`src/rtl/srec_pkg.sv`:
```
// ----------------------------------------------------------------------------
// srec_pkg
// shared types, constants and helpers for the s-record line checker
// ----------------------------------------------------------------------------
package srec_pkg;

  localparam int unsigned POS_W = 10;
  localparam int unsigned LEN_W = POS_W + 1;
  localparam logic [POS_W-1:0] POSITION_LIMIT = '1;
  localparam int unsigned MAX_LINE_CHARS_DEFAULT = 514;

  // power of two so the pointers wrap on their own
  localparam int unsigned QUEUE_DEPTH = 2;
  localparam int unsigned QPTR_W = $clog2(QUEUE_DEPTH);
  localparam int unsigned QCNT_W = $clog2(QUEUE_DEPTH + 1);

  localparam logic [7:0] CHAR_S    = 8'h53;
  localparam logic [7:0] CHAR_ZERO = 8'h30;
  localparam logic [7:0] CHAR_NINE = 8'h39;
  localparam logic [7:0] CHAR_A    = 8'h41;
  localparam logic [7:0] CHAR_F    = 8'h46;
  localparam logic [7:0] HEX_A_VALUE = 8'd10;

  localparam logic [4:0] DEC_DIGIT_MAX = 5'd9;
  localparam logic [4:0] RESERVED_TYPE = 5'd4;
  localparam logic [7:0] SUM_GOOD      = 8'hFF;
  localparam logic [LEN_W-1:0] HEADER_CHARS = LEN_W'(4);
  localparam logic [LEN_W-1:0] FRAME_CHARS  = LEN_W'(6);

  typedef enum logic [3:0] {
    REC_S0 = 4'd0, REC_S1 = 4'd1, REC_S2 = 4'd2, REC_S3 = 4'd3,
    REC_S4 = 4'd4, REC_S5 = 4'd5, REC_S6 = 4'd6, REC_S7 = 4'd7,
    REC_S8 = 4'd8, REC_S9 = 4'd9, REC_SA = 4'd10, REC_SB = 4'd11,
    REC_SC = 4'd12, REC_SD = 4'd13, REC_SE = 4'd14, REC_SF = 4'd15
  } rec_type_t;

  typedef enum logic [2:0] {
    ERR_NONE     = 3'd0,
    ERR_FORMAT   = 3'd1,
    ERR_LENGTH   = 3'd2,
    ERR_CHECKSUM = 3'd3,
    ERR_COUNT    = 3'd4
  } err_kind_t;

  // per-line summary handed from the scanner to the verdict stage
  typedef struct packed {
    logic             format_ok;
    logic [LEN_W-1:0] line_len;
    rec_type_t        record_type;
    logic [7:0]       decl_count;
    logic [7:0]       byte_sum;
    logic [31:0]      field_value;
  } line_sum_t;

  typedef struct packed {
    logic              full;
    logic              avail;
    logic [QCNT_W-1:0] count;
  } q_stat_t;

  // bit 4 set when the character is not an uppercase hex digit
  function automatic logic [4:0] hex_nibble(input logic [7:0] c);
    logic [7:0] d;
    d = c - CHAR_A + HEX_A_VALUE;
    if (c >= CHAR_ZERO && c <= CHAR_NINE) begin
      return {1'b0, c[3:0]};
    end else if (c >= CHAR_A && c <= CHAR_F) begin
      return {1'b0, d[3:0]};
    end else begin
      return 5'h10;
    end
  endfunction

  function automatic logic [3:0] addr_chars(input rec_type_t t);
    unique case (t)
      REC_S2, REC_S6, REC_S8: return 4'd6;
      REC_S3, REC_S7:         return 4'd8;
      default:                return 4'd4;
    endcase
  endfunction

endpackage

```
`src/rtl/srec_line_checker_core.sv`:
```
// ----------------------------------------------------------------------------
// srec_line_checker_core
// checks streamed s-record lines one character per transfer and gives one
// verdict transfer per line
//
//   channel | dir | fields
//   s_*     | in  | tdata[7:0] line_char, tlast end_of_line
//   m_*     | out | tdata[0] line_valid, [3:1] error_kind,
//           |     |   [35:4] data_records_seen, [39:36] zero
//
// one character per cycle while s_tready is high; the scanner updates its line
// state in the cycle of the transfer. a verdict passes from the summary queue
// through the verdict register. s_tready drops only while the two-entry
// summary queue is full, which needs the output stalled; no clearing pass
// after rst
// ----------------------------------------------------------------------------
module srec_line_checker_core #(
  parameter int unsigned MAX_LINE_CHARS = srec_pkg::MAX_LINE_CHARS_DEFAULT
) (
  input  logic        clk,
  input  logic        rst,
  input  logic        s_tvalid,
  output logic        s_tready,
  input  logic [7:0]  s_tdata,   // line_char
  input  logic        s_tlast,
  output logic        m_tvalid,
  input  logic        m_tready,
  output logic [39:0] m_tdata    // line_valid, error_kind, data_records_seen, pad
);

  srec_pkg::line_sum_t push_data, pop_data;
  srec_pkg::q_stat_t   q_stat;
  srec_pkg::err_kind_t error_kind;
  logic                push, pop;
  logic                line_valid;
  logic [31:0]         data_records_seen;

  assign s_tready = !q_stat.full;
  assign m_tdata  = {4'b0, data_records_seen, error_kind, line_valid};

  srec_front u_front (
    .clk       (clk),
    .rst       (rst),
    .in_valid  (s_tvalid),
    .in_ready  (s_tready),
    .in_char   (s_tdata),
    .in_last   (s_tlast),
    .push      (push),
    .push_data (push_data)
  );

  srec_queue u_queue (
    .clk       (clk),
    .rst       (rst),
    .push      (push),
    .push_data (push_data),
    .pop       (pop),
    .pop_data  (pop_data),
    .stat      (q_stat)
  );

  srec_back #(
    .MAX_LINE_CHARS (MAX_LINE_CHARS)
  ) u_back (
    .clk               (clk),
    .rst               (rst),
    .q_avail           (q_stat.avail),
    .q_data            (pop_data),
    .pop               (pop),
    .out_valid         (m_tvalid),
    .out_ready         (m_tready),
    .line_valid        (line_valid),
    .error_kind        (error_kind),
    .data_records_seen (data_records_seen)
  );

  a_valid_iff_ok: assert property (@(posedge clk) disable iff (rst)
    m_tvalid |-> (line_valid == (error_kind == srec_pkg::ERR_NONE)))
    else $error("line_valid disagrees with error_kind");

  a_kind_range: assert property (@(posedge clk) disable iff (rst)
    m_tvalid |-> (error_kind <= srec_pkg::ERR_COUNT))
    else $error("error_kind out of range");

  a_push_lands: assert property (@(posedge clk) disable iff (rst)
    push |=> (q_stat.count != '0))
    else $error("line summary lost in queue");

  a_no_overflow: assert property (@(posedge clk) disable iff (rst)
    push |-> !q_stat.full)
    else $error("push into full queue");

endmodule

```
`src/rtl/srec_front.sv`:
```
// ----------------------------------------------------------------------------
// srec_front
// character scanner: decodes hex digits, tracks position, byte sum and the
// count field, and pushes one line summary at the end of each line
// ----------------------------------------------------------------------------
module srec_front (
  input  logic                  clk,
  input  logic                  rst,
  input  logic                  in_valid,
  input  logic                  in_ready,
  input  logic [7:0]            in_char,
  input  logic                  in_last,
  output logic                  push,
  output srec_pkg::line_sum_t   push_data
);

  logic [srec_pkg::POS_W-1:0] char_position, char_position_next;
  srec_pkg::rec_type_t        record_type, record_type_next;
  logic [7:0]                 declared_byte_count, declared_byte_count_next;
  logic [7:0]                 running_byte_sum, running_byte_sum_next;
  logic [3:0]                 pending_high_nibble, pending_high_nibble_next;
  logic [7:0]                 delayed_digits, delayed_digits_next;
  logic                       format_ok, format_ok_next;
  logic [31:0]                field_value, field_value_next;

  logic [4:0] hex_v;
  logic [3:0] nib;
  logic [7:0] byte_val;
  logic       accept;

  assign accept = in_valid && in_ready;

  always_comb begin
    hex_v = srec_pkg::hex_nibble(in_char);
    nib   = hex_v[4] ? 4'd0 : hex_v[3:0];
    byte_val = {pending_high_nibble, nib};

    char_position_next       = (char_position == srec_pkg::POSITION_LIMIT) ?
                               char_position : char_position + 1'b1;
    record_type_next         = record_type;
    declared_byte_count_next = declared_byte_count;
    running_byte_sum_next    = running_byte_sum;
    pending_high_nibble_next = pending_high_nibble;
    delayed_digits_next      = delayed_digits;
    format_ok_next           = format_ok;
    field_value_next         = field_value;

    if (char_position == '0) begin
      if (in_char != srec_pkg::CHAR_S) format_ok_next = 1'b0;
    end else begin
      if (hex_v[4]) format_ok_next = 1'b0;
      if (char_position == srec_pkg::POS_W'(1)) begin
        if (hex_v > srec_pkg::DEC_DIGIT_MAX || hex_v == srec_pkg::RESERVED_TYPE) begin
          format_ok_next = 1'b0;
        end
        record_type_next = srec_pkg::rec_type_t'(nib);
      end else begin
        if (!char_position[0]) begin
          pending_high_nibble_next = nib;
        end else begin
          running_byte_sum_next = running_byte_sum + byte_val;
          if (char_position == srec_pkg::POS_W'(3)) declared_byte_count_next = byte_val;
        end
        if (char_position >= srec_pkg::POS_W'(4)) begin
          if (char_position >= srec_pkg::POS_W'(6)) begin
            field_value_next = {field_value[27:0], delayed_digits[7:4]};
          end
          delayed_digits_next = {delayed_digits[3:0], nib};
        end
      end
    end
  end

  always_comb begin
    push                   = accept && in_last;
    push_data.format_ok    = format_ok_next;
    push_data.line_len     = {1'b0, char_position} + srec_pkg::LEN_W'(1);
    push_data.record_type  = record_type_next;
    push_data.decl_count   = declared_byte_count_next;
    push_data.byte_sum     = running_byte_sum_next;
    push_data.field_value  = field_value_next;
  end

  always_ff @(posedge clk) begin
    if (rst || (accept && in_last)) begin
      char_position       <= '0;
      record_type         <= srec_pkg::REC_S0;
      declared_byte_count <= '0;
      running_byte_sum    <= '0;
      pending_high_nibble <= '0;
      delayed_digits      <= '0;
      format_ok           <= 1'b1;
      field_value         <= '0;
    end else if (accept) begin
      char_position       <= char_position_next;
      record_type         <= record_type_next;
      declared_byte_count <= declared_byte_count_next;
      running_byte_sum    <= running_byte_sum_next;
      pending_high_nibble <= pending_high_nibble_next;
      delayed_digits      <= delayed_digits_next;
      format_ok           <= format_ok_next;
      field_value         <= field_value_next;
    end
  end

endmodule

```
`src/rtl/srec_queue.sv`:
```
// ----------------------------------------------------------------------------
// srec_queue
// short fifo of line summaries between scanner and verdict stage
// ----------------------------------------------------------------------------
module srec_queue (
  input  logic                clk,
  input  logic                rst,
  input  logic                push,
  input  srec_pkg::line_sum_t push_data,
  input  logic                pop,
  output srec_pkg::line_sum_t pop_data,
  output srec_pkg::q_stat_t   stat
);

  srec_pkg::line_sum_t entries [srec_pkg::QUEUE_DEPTH];
  logic [srec_pkg::QPTR_W-1:0] wr_ptr, rd_ptr;
  logic [srec_pkg::QCNT_W-1:0] count;

  always_comb begin
    stat.count = count;
    stat.avail = (count != '0);
    stat.full  = (count == srec_pkg::QCNT_W'(srec_pkg::QUEUE_DEPTH));
    pop_data   = entries[rd_ptr];
  end

  always_ff @(posedge clk) begin
    if (push) entries[wr_ptr] <= push_data;
  end

  always_ff @(posedge clk) begin
    if (rst) begin
      wr_ptr <= '0;
      rd_ptr <= '0;
      count  <= '0;
    end else begin
      if (push) wr_ptr <= wr_ptr + 1'b1;
      if (pop)  rd_ptr <= rd_ptr + 1'b1;
      unique case ({push, pop})
        2'b10:   count <= count + 1'b1;
        2'b01:   count <= count - 1'b1;
        default: count <= count;
      endcase
    end
  end

endmodule

```
`src/rtl/srec_back.sv`:
```
// ----------------------------------------------------------------------------
// srec_back
// verdict stage: length, checksum and record count checks, record counter,
// and the output register
// ----------------------------------------------------------------------------
module srec_back #(
  parameter int unsigned MAX_LINE_CHARS = srec_pkg::MAX_LINE_CHARS_DEFAULT
) (
  input  logic                clk,
  input  logic                rst,
  input  logic                q_avail,
  input  srec_pkg::line_sum_t q_data,
  output logic                pop,
  output logic                out_valid,
  input  logic                out_ready,
  output logic                line_valid,
  output srec_pkg::err_kind_t error_kind,
  output logic [31:0]         data_records_seen
);

  logic [31:0]                   record_counter, record_counter_next;
  srec_pkg::err_kind_t           err;
  logic [srec_pkg::LEN_W-1:0]    min_len;
  logic [srec_pkg::LEN_W-1:0]    body_len;
  logic                          len_bad;
  logic                          is_data, is_count;

  assign pop = q_avail && (!out_valid || out_ready);

  always_comb begin
    min_len  = srec_pkg::FRAME_CHARS +
               srec_pkg::LEN_W'(srec_pkg::addr_chars(q_data.record_type));
    body_len = q_data.line_len - srec_pkg::HEADER_CHARS;
    len_bad  = (q_data.line_len < min_len) ||
               (q_data.line_len > srec_pkg::LEN_W'(MAX_LINE_CHARS)) ||
               ({2'b0, q_data.decl_count, 1'b0} != body_len);
    is_data  = (q_data.record_type == srec_pkg::REC_S1) ||
               (q_data.record_type == srec_pkg::REC_S2) ||
               (q_data.record_type == srec_pkg::REC_S3);
    is_count = (q_data.record_type == srec_pkg::REC_S5) ||
               (q_data.record_type == srec_pkg::REC_S6);
    record_counter_next = record_counter;
    priority if (!q_data.format_ok) begin
      err = srec_pkg::ERR_FORMAT;
    end else if (len_bad) begin
      err = srec_pkg::ERR_LENGTH;
    end else if (q_data.byte_sum != srec_pkg::SUM_GOOD) begin
      err = srec_pkg::ERR_CHECKSUM;
    end else if (is_count && (record_counter != q_data.field_value)) begin
      err = srec_pkg::ERR_COUNT;
    end else begin
      err = srec_pkg::ERR_NONE;
      if (is_data) record_counter_next = record_counter + 32'd1;
    end
  end

  always_ff @(posedge clk) begin
    if (rst) begin
      record_counter <= '0;
      out_valid      <= 1'b0;
    end else begin
      if (pop) begin
        record_counter <= record_counter_next;
        out_valid      <= 1'b1;
      end else if (out_ready) begin
        out_valid <= 1'b0;
      end
    end
  end

  always_ff @(posedge clk) begin
    if (pop) begin
      line_valid        <= (err == srec_pkg::ERR_NONE);
      error_kind        <= err;
      data_records_seen <= record_counter_next;
    end
  end

endmodule

```
`config.mk`:
```
export PLATFORM = sky130hd
export DESIGN_NAME = srec_line_checker_core
export DESIGN_NICKNAME = d
export VERILOG_FILES = /design/src/rtl/srec_pkg.sv /design/src/rtl/srec_line_checker_core.sv /design/src/rtl/srec_front.sv /design/src/rtl/srec_queue.sv /design/src/rtl/srec_back.sv
export SDC_FILE = /design/constraint.sdc
export NUM_CORES = 1
export LEC_CHECK = 0
export BUFFER_PORTS_ARGS = -buffer_cell sky130_fd_sc_hd__buf_4
export CAP_MARGIN = 20
export CORE_MARGIN = 4
export CORE_UTILIZATION = 54
export CTS_CLUSTER_DIAMETER = 100
export DETAILED_ROUTE_END_ITERATION = 12
export HOLD_SLACK_MARGIN = 0.1
export PLACE_DENSITY = 0.71
export SETUP_SLACK_MARGIN = 0.1
export SLEW_MARGIN = 20
export SYNTH_ARGS = -nofsm -noshare
export SYNTH_HDL_FRONTEND = slang
export SYNTH_SLANG_ARGS = --single-unit
```
`constraint.sdc`:
```
create_clock -name clk -period 4.4 [get_ports clk]
set_input_delay 1.1 -clock clk [delete_from_list [all_inputs] [get_ports clk]]
set_output_delay 1.1 -clock clk [all_outputs]
set_load 0.01 [all_outputs]
```
==> results.txt, run 1 <==
The switching fraction of total power came out at 29.60%. CTS built an H-tree with a depth of 1. The total iterations of the first detailed-routing run is 5. The count of standard-cell rows is 56.

Yosys attributes the largest share of cell area to sky130_fd_sc_hd__edfxtp_1 38%, sky130_fd_sc_hd__dfxtp_1 17%, sky130_fd_sc_hd__xor2_1 4.8%. The tool flagged a number of max-cap violations equal to 0. Counting instances, the worst hold path has a depth of 2. Buffers placed on the I/O ports in this run total 50.

The power density over the cells is 519.2 nW/um^2. The switching power of the nets is 0.002266 W. The worst hold path belongs to the class reg -> reg.

The clock insertion delay at the later pin of the skew report is 0.56 ns. Synthesis inferred 277 register bits. Across the VDD grid, the largest voltage drop is 0.2745 mV.

The maximum count of clock buffers along a single path came out at 3. The placeable core region is 23680 sq um. The run finished with clean final reports. The number of global-route vias before repair is 8493. The antenna violation net count after detailed routing came out at 0. The launch point of the worst reg-to-reg path is u_queue.entries[0][54]$_DFFE_PP_. In this run the most critical hold path is launched from u_front.record_type[2]$_SDFFE_PP0P_. For the pin with the worst max-slew slack, the measured transition is 0.9148 ns. The worst endpoint data arrival time is 4.24 ns.

Among all flip-flop cells after synthesis, the most frequent one is sky130_fd_sc_hd__edfxtp_1. The number of clock buffers inserted by TritonCTS came out at 28. The internal portion of the total power is 0.005390 W.

Of the total power, combinational logic draws 24.4%. The wire length per cell is 17.47 um. The final sum of negative setup slack is 0 ns. In this run, the number of DRC markers left after iteration 0 of detailed routing was 600. The total global-route track usage is 20.30%. The starting utilization of the core area came out at 55.23%. The total via count in the routed design came out at 8778. The post-synthesis cell count is 1174.

The setup path with the least slack is of type in -> reg. The CTS sink count is 277. The clock transition at the register clock pins on the worst setup and hold paths after CTS is 0.06 ns. The post-CTS setup buffer count came out at 0. The capture instance of the worst register-to-register path is u_back.record_counter[8]$_SDFFE_PP0P_.

Entering global routing, the biggest net connects 65 pins. The fraction of power consumed by sequential logic came out at 43.2%. The worst setup slack before clock tree synthesis is -0.03795 ns. Of the synthesized area, sequential elements account for 54.95%. The weighted congestion reported at the end of routability-driven placement is 0.8076. Yosys mapped a number of flops with a built-in enable equal to 164. The overall overflow remaining after global route is 0. The tree is rooted in a sky130_fd_sc_hd__clkbuf_16. The worst hold slack across all endpoints came out at 0.4538 ns. The logic depth of the worst register-to-register path came out at 9.

In this run the tightest slew margin relative to its limit is 38.79%. The static power due to leakage is 5.408 nW. The TritonCTS clock tree is yes. Setup repair after global routing left no endpoint under its margin. Setup slack on the worst reg-to-reg path comes out at 0.63 ns. The average vias per placed instance came out at 5.656.

The repair_antennas step left the layout with diodes totalling 0. The count of warnings emitted by yosys is 0. The number of hold-slack violations in the final timing report is 0.

The post-synth design cell area is 13080 sq um. The max-slew violation count was 0. The shortest clock period the worst path allows after layout came out at 3.963 ns. In this run the worst path has a maximum fanout of 4. The final setup violation count is 0. The element type at the critical path start is an input port.

The proportion of layout cells with a drive suffix above 1 came out at 15.65%. For this run, design rule violations remaining after detail routing come to 0. The die is 163.6 um wide. The clock network fraction of design power is 32.4%. The vertical die dimension came out at 163.6 um. The number of instances resized during post-cts repair is 0.

The total wire length after detailed routing came out at 27.11 mm. The post-synthesis area per instance is 11.14 sq um. The HPWL reported at the end of detailed placement is 18.14 mm. Data on the critical path is required at its endpoint by 4.68 ns. The path with the worst hold slack has its endpoint at u_front.record_type[2]$_SDFFE_PP0P_. The worst setup path is captured at a flop. In this run the count of I/O pins placed on the die edge is 55. The number of library cell types mapped by synthesis came out at 76. The share of flip-flops with an asynchronous set or reset is 0%. Across all setup checks in the final design, the least slack found is 0.4374 ns. The layout overhead on the synthesized area came out at 12.74%.

The number of hold-repair buffers added at the cts stage came out at 0. The total die area came out at 26770 sq um. The wire length of the first global-routing pass came out at 44.02 mm. The ratio of final minimum period to clock period is 90.06%. The largest total area in the synthesized netlist belongs to sky130_fd_sc_hd__edfxtp_1. The clock skew after layout came out at 0.03106 ns. The net count of the finished layout is 1247. The share of the synthesized area in the top cell type came out at 37.65%. The highest achievable clock rate came out at 252.4 MHz. The initial antenna violation count was 0.
==> per-layer routing <==
metal  vias to the layer above  GRT usage (%)  share of wire [%]
met5                         -              0                  0
met4                         0          4.079                1.4
met3                        29          2.902                4.9
met2                       207          32.77                 46
met1                      4217          29.51                 48
li1                       4325              -                  -
==> kinds of logic after synthesis <==
kind of cell / Yosys count / share of synthesized area [%]
and+or+nand+nor: 421 / 16.11
DFF: 277 / 54.95
AOI/OAI and AO/OA: 151 / 7.959
muxes: 107 / 8.667
xor gates and xnor gates: 100 / 6.697
buffers and inverters: 93 / 3.300
adders and majority gates: 23 / 2.258
other: 2 / 0.05742
==> Yosys cell counts (3+ instances only) <==
cell type	number
sky130_fd_sc_hd__inv_1	18
sky130_fd_sc_hd__nor3_1	53
sky130_fd_sc_hd__mux2_1	8
sky130_fd_sc_hd__a22oi_1	3
sky130_fd_sc_hd__buf_4	5
sky130_fd_sc_hd__a21o_1	4
sky130_fd_sc_hd__xor2_1	71
sky130_fd_sc_hd__o2111ai_1	3
sky130_fd_sc_hd__nor2_1	156
sky130_fd_sc_hd__nand2_1	74
sky130_fd_sc_hd__xnor2_1	29
sky130_fd_sc_hd__and4_1	4
sky130_fd_sc_hd__buf_2	9
sky130_fd_sc_hd__o22ai_1	6
sky130_fd_sc_hd__nor4_1	7
sky130_fd_sc_hd__dfxtp_1	113
sky130_fd_sc_hd__or3_1	11
sky130_fd_sc_hd__clkbuf_1	37
sky130_fd_sc_hd__o21ai_0	22
sky130_fd_sc_hd__a21oi_1	51
sky130_fd_sc_hd__a211o_1	3
sky130_fd_sc_hd__mux2i_1	57
sky130_fd_sc_hd__nand2b_1	6
sky130_fd_sc_hd__or4_1	30
sky130_fd_sc_hd__nor2b_1	5
sky130_fd_sc_hd__nor4b_1	5
sky130_fd_sc_hd__o31ai_1	28
sky130_fd_sc_hd__nand3_1	21
sky130_fd_sc_hd__buf_6	7
sky130_fd_sc_hd__nand4_1	18
sky130_fd_sc_hd__buf_1	15
sky130_fd_sc_hd__mux2_2	42
sky130_fd_sc_hd__and3_1	4
sky130_fd_sc_hd__o21a_1	3
sky130_fd_sc_hd__or2_2	5
sky130_fd_sc_hd__nor3b_1	3
sky130_fd_sc_hd__edfxtp_1	164
sky130_fd_sc_hd__o211ai_1	4
sky130_fd_sc_hd__ha_1	22
==> registers in the layout, summed over array words and instances, names as in the netlist, named ones only <==
name,count
u_back.data_records_seen,32
u_back.error_kind,3
u_back.line_valid,1
u_back.out_valid,1
u_back.record_counter,32
u_front.char_position,10
u_front.declared_byte_count,8
u_front.delayed_digits,8
u_front.field_value,32
u_front.format_ok,1
u_front.pending_high_nibble,4
u_front.record_type,4
u_front.running_byte_sum,8
u_queue.count,2
u_queue.entries,128
u_queue.rd_ptr,1
u_queue.wr_ptr,1
==> metrics by stage <==
step / power (W) / std cells / utilization (%) / area (sq um)
3_3_place_gp: 0.005200 / 1500 / 58.14 / 13770
3_5_place_dp: 0.005236 / 1500 / 58.14 / 13770
5_1_grt: 0.008033 / 1552 / 62.26 / 14750
6_report: 0.007655 / 1552 / 62.26 / 14750
2_1_floorplan: 0.004672 / 1178 / - / 13120
4_1_cts: 0.007713 / 1552 / 62.26 / 14750
==> cell usage in the layout (no fill, tap or decap), types with 29 or more instances in the layout <==
cell type / instances
sky130_fd_sc_hd__edfxtp_1: 164
sky130_fd_sc_hd__nor2_1: 155
sky130_fd_sc_hd__dfxtp_1: 112
sky130_fd_sc_hd__buf_4: 75
sky130_fd_sc_hd__nand2_1: 73
sky130_fd_sc_hd__xor2_1: 71
sky130_fd_sc_hd__mux2i_1: 57
sky130_fd_sc_hd__nor3_1: 53
sky130_fd_sc_hd__a21oi_1: 51
sky130_fd_sc_hd__mux2_2: 42
sky130_fd_sc_hd__or4_1: 30
sky130_fd_sc_hd__xnor2_1: 29
==> critical path, cell delays in order <==
cell	delay, ns
sky130_fd_sc_hd__buf_4	0.11
sky130_fd_sc_hd__or4b_2	0.72
sky130_fd_sc_hd__a2111oi_4	0.39
sky130_fd_sc_hd__buf_4	0.19
sky130_fd_sc_hd__mux2_2	0.16
sky130_fd_sc_hd__ha_1	0.17
sky130_fd_sc_hd__inv_1	0.06
sky130_fd_sc_hd__fa_1	0.38
sky130_fd_sc_hd__nor2b_1	0.12
sky130_fd_sc_hd__o21ai_0	0.10
sky130_fd_sc_hd__a21boi_0	0.30
sky130_fd_sc_hd__o21a_1	0.16
sky130_fd_sc_hd__o21ai_0	0.10
sky130_fd_sc_hd__nand3_1	0.10
sky130_fd_sc_hd__nand2_1	0.07
==> layout make-up <==
type	count	area (sq um)
clock buffers	35	757.0
clock inverters	17	220.2
fillers	1920	8937
inverters	20	75.07
multi-input cells	808	5520
flip-flops and latches	277	7191
well taps	319	399.1
repair buffers	76	583.1
==> how the worst max path moves through the flow <==
stage / to / slack [ns] / start / cells past startpoint
final: u_queue.entries[0][38]$_DFFE_PP_ / 0.44 / s_tdata[3] / 15
after global routing: u_queue.entries[1][38]$_DFFE_PP_ / 0.25 / s_tdata[3] / 13
after CTS: u_queue.entries[0][38]$_DFFE_PP_ / 0.51 / s_tdata[3] / 13
after detailed placement: u_queue.entries[1][38]$_DFFE_PP_ / -0.04 / s_tdata[3] / 13
after global placement: u_front.running_byte_sum[7]$_SDFFE_PP0P_ / -0.01 / s_tdata[3] / 13
after floorplan: u_queue.entries[0][39]$_DFFE_PP_ / 0.1 / s_tdata[3] / 12
==> power by group through the flow <==
stage | registers, W | logic [W] | clock network, W
2_1_floorplan | 0.00340 | 0.00127 | 0
3_3_place_gp | 0.00335 | 0.00184 | 0
3_5_place_dp | 0.00336 | 0.00187 | 0
4_1_cts | 0.00331 | 0.00188 | 0.00252
5_1_grt | 0.00334 | 0.00205 | 0.00265
6_report | 0.00331 | 0.00187 | 0.00248
No activity file was read; power rests on OpenSTA's default activity.
==> run 2, diff against run 1 <==
--- a/config.mk
+++ b/config.mk
@@ -6,13 +6,12 @@
 export NUM_CORES = 1
 export LEC_CHECK = 0
 export BUFFER_PORTS_ARGS = -buffer_cell sky130_fd_sc_hd__buf_4
-export CAP_MARGIN = 20
 export CORE_MARGIN = 4
 export CORE_UTILIZATION = 54
 export CTS_CLUSTER_DIAMETER = 100
 export DETAILED_ROUTE_END_ITERATION = 12
 export HOLD_SLACK_MARGIN = 0.1
-export PLACE_DENSITY = 0.71
+export PLACE_DENSITY = 0.68
 export SETUP_SLACK_MARGIN = 0.1
 export SLEW_MARGIN = 20
 export SYNTH_ARGS = -nofsm -noshare
==> constraint.sdc (replaced) <==
create_clock -name clk -period 5.1 [get_ports clk]
set_input_delay 1.275 -clock clk [delete_from_list [all_inputs] [get_ports clk]]
set_output_delay 1.275 -clock clk [all_outputs]
set_load 0.01 [all_outputs]
==> results.txt, run 2 (synthesized netlist as in run 1, its figures left out) <==
The flow ran to the end, and the final reports show no timing, DRC or antenna violations. The wire length of the first global-routing pass is 44.10 mm (+0.20%). The total placed cells including tap cells came out at 1492 (-0.53%). The length of routed met3 wiring came out at 1.389 mm (+4.8%). The highest metal layer with signal wires is met4. The overall overflow remaining after global route came out at 0 (unchanged).

The total wire length after detailed routing is 27.31 mm (+0.71%). The total die area was 26770 sq um (unchanged). The total routed wire length on the met1 layer is 13.22 mm (+2.3%). The total via count in the routed design is 8816 (+0.43%). The post-place instance area came out at 13700 sq um (-0.48%). The clock skew after layout came out at 0.01067 ns (-0.02039 ns). The weighted congestion reported at the end of routability-driven placement came out at 0.8701 (+7.7%). The average vias per placed instance is 5.702 (+0.82%). The antenna cell count is 0 (unchanged). The logic depth of the worst register-to-register path is 11 (+2). The largest individual stage delay along the critical path comes from the cell sky130_fd_sc_hd__a2111oi_2. The element type at the critical path start is an input port. The power density over the cells came out at 451.3 nW/um^2 (-13%). The number of hold-repair buffers added at the cts stage came out at 0 (unchanged). The setup path with the least slack is of type in -> reg. The DRC marker count from the first detailed-route iteration came out at 627 (+4.5%).

The count of standard-cell rows was 56 (unchanged). The library cell used most frequently in the layout, excluding fill and tap cells, is sky130_fd_sc_hd__edfxtp_1. The proportion of layout cells with a drive suffix above 1 came out at 15.24% (-0.41 points).

The ratio of final minimum period to clock period came out at 86.11%. In this design, the largest share of critical-path delay is due to compound AO/OA/AOI/OAI gates. The critical path goes through buf_4, inv_1, ha_1, o21bai_1, a2111oi_2, nor4bb_1, a221o_1, ha_1, a21oi_1, o21ai_0, a2111oi_0, buf_4, or4b_2, a211o_1, nand2_1. The final setup violation count is 0 (unchanged). The static power due to leakage came out at 5.376 nW (-0.60%). The worst endpoint data arrival time came out at 4.88 ns (+0.64 ns).

The total global-route track usage is 20.41% (+0.12 points). The top-level port count came out at 55 (unchanged). The final design instance area without fill came out at 14690 sq um (-0.38%). The final-layout fill cell count is 1928 (+0.42%). The number of nets in the finished design came out at 1240 (-0.56%). The final sum of negative setup slack is 0 ns (unchanged).

The clock insertion delay at the later pin of the skew report is 0.55 ns (about the same). The data required time of the worst path came out at 5.59 ns (+0.91 ns). The antenna violation net count after detailed routing was 0 (unchanged). The largest voltage drop on the vdd net was 0.2902 mV (+5.7%).

Derived from the worst setup path, the maximum achievable clock frequency is 227.7 MHz. The combined buffer and inverter count along the critical path is 3 (unchanged). The initial antenna violation count came to 0 (unchanged). The number of flip-flops under the largest register name is 128 (unchanged). The maximum count of clock buffers along a single path is 3 (unchanged).

The normalized max-slew margin is 36.12% (-2.7 points). The count of buffers inserted at the top-level ports is 50 (unchanged). The number of gates on the worst path with buffers counted was 15 (unchanged). The detailed-routed wire length on met2 came to 12.38 mm (-0.91%). The number of instances resized during post-cts repair is 0 (unchanged). The total iterations of the first detailed-routing run is 5 (unchanged). The vertical die dimension came out at 163.6 um (unchanged).

The total number of H-tree levels is 1 (unchanged). The post-CTS setup buffer count is 0 (unchanged). The worst hold path belongs to the class reg -> reg. The number of maximum-capacitance constraint violations is 0 (unchanged). The final worst slack is 0.7086 ns (+0.2712 ns). The starting utilization of the core area is 55.23% (unchanged). The tree is rooted in a sky130_fd_sc_hd__clkbuf_16.

The CTS sink count came out at 277 (unchanged). The final core area utilization is 62.02% (-0.24 points). Counting flops per register, the top entry is u_queue.entries. The overall die width was 163.6 um (unchanged). The actual slew at the worst max-slew pin came out at 0.9560 ns (+0.04113 ns). The TritonCTS clock tree is yes. The number of hold-slack violations in the final timing report is 0 (unchanged). The nature of the critical path endpoint is a flop. The number of global-route vias before repair is 8361 (-1.6%). The number of clock buffers inserted by TritonCTS is 29 (+3.6%).

The clock transition at the register clock pins on the worst setup and hold paths after CTS is 0.06 ns (about the same). The maximum fanout count along the critical path is 7 (+3). The largest net degree at the start of global routing was 57 (-12%). The hold-critical path depth came out at 2 (unchanged). In the layout the commonest cells are 164 x sky130_fd_sc_hd__edfxtp_1, 155 x sky130_fd_sc_hd__nor2_1, 112 x sky130_fd_sc_hd__dfxtp_1, 73 x sky130_fd_sc_hd__nand2_1, 71 x sky130_fd_sc_hd__xor2_1.

The placeable core region is 23680 sq um (unchanged). Setup repair after global routing left no endpoint under its margin. The max-slew violation count is 0 (unchanged). The count of unresolved DRC violations after routing was 0 (unchanged). The shortest clock period the worst path allows after layout came out at 4.391 ns.

The worst setup slack before clock tree synthesis came out at 0.1832 ns (+0.2212 ns). The HPWL reported at the end of detailed placement is 18.29 mm (+0.85%). The layout overhead on the synthesized area is 12.31%. The delay of the slowest cell on the worst path is 0.67 ns (-0.05 ns). The wire length per cell was 17.66 um (+1.1%). The post-route non-filler standard cell count is 1546 (-0.39%).
## run 2: metrics by stage
step	power [W]	hold WS [ns]
6_report	0.006630	0.4562
5_1_grt	0.006956	0.4904
4_1_cts	0.006682	0.4533
3_5_place_dp	0.004523	0.4450
3_3_place_gp	0.004494	0.4398
2_1_floorplan	0.004032	0.4338
## run 2: where the power goes
part           leakage (nW)  switching [W]  internal, W
Sequential             2.48       0.000157      0.00273
Clock                 0.480       0.000867      0.00129
Combinational          2.42       0.000969     0.000619
Total                  5.38        0.00199      0.00464
## run 2: path summary, 6_finish.rpt
check / start / to / slack [ns]
worst max register to register: flop / u_back.record_counter[11]$_SDFFE_PP0P_ / 0.98
worst min-delay path: u_front.declared_byte_count[2]$_SDFFE_PP0P_ / u_front.declared_byte_count[2]$_SDFFE_PP0P_ / 0.46
worst min register to register: u_front.declared_byte_count[2]$_SDFFE_PP0P_ / u_front.declared_byte_count[2]$_SDFFE_PP0P_ / 0.46
worst max-delay path: s_tdata[0] / u_front.running_byte_sum[7]$_SDFFE_PP0P_ / 0.71
## run 2: cell type report
cell class	instances	area [sq um]	share of cell area, %
inverter	20	75.07	0.5111
clock buffer	36	782.0	5.324
multi-input combinational	808	5502	37.45
tap	319	399.1	2.717
sequential	277	7191	48.95
clock inverter	18	205.2	1.397
timing repair buffer	68	535.5	3.646
## run 2: tightest hold or removal path, stage by stage, from the launching register on
cell and delay (ns):
sky130_fd_sc_hd__dfxtp_1 0.31, sky130_fd_sc_hd__nand2_1 0.05, sky130_fd_sc_hd__a21oi_1 0.05
## run 2: routing by layer
metal,GRT usage [%],vias up
met3,2.776,27
met1,30.71,4254
met2,31.91,197
met4,4.117,0
li1,-,4338
met5,0,-
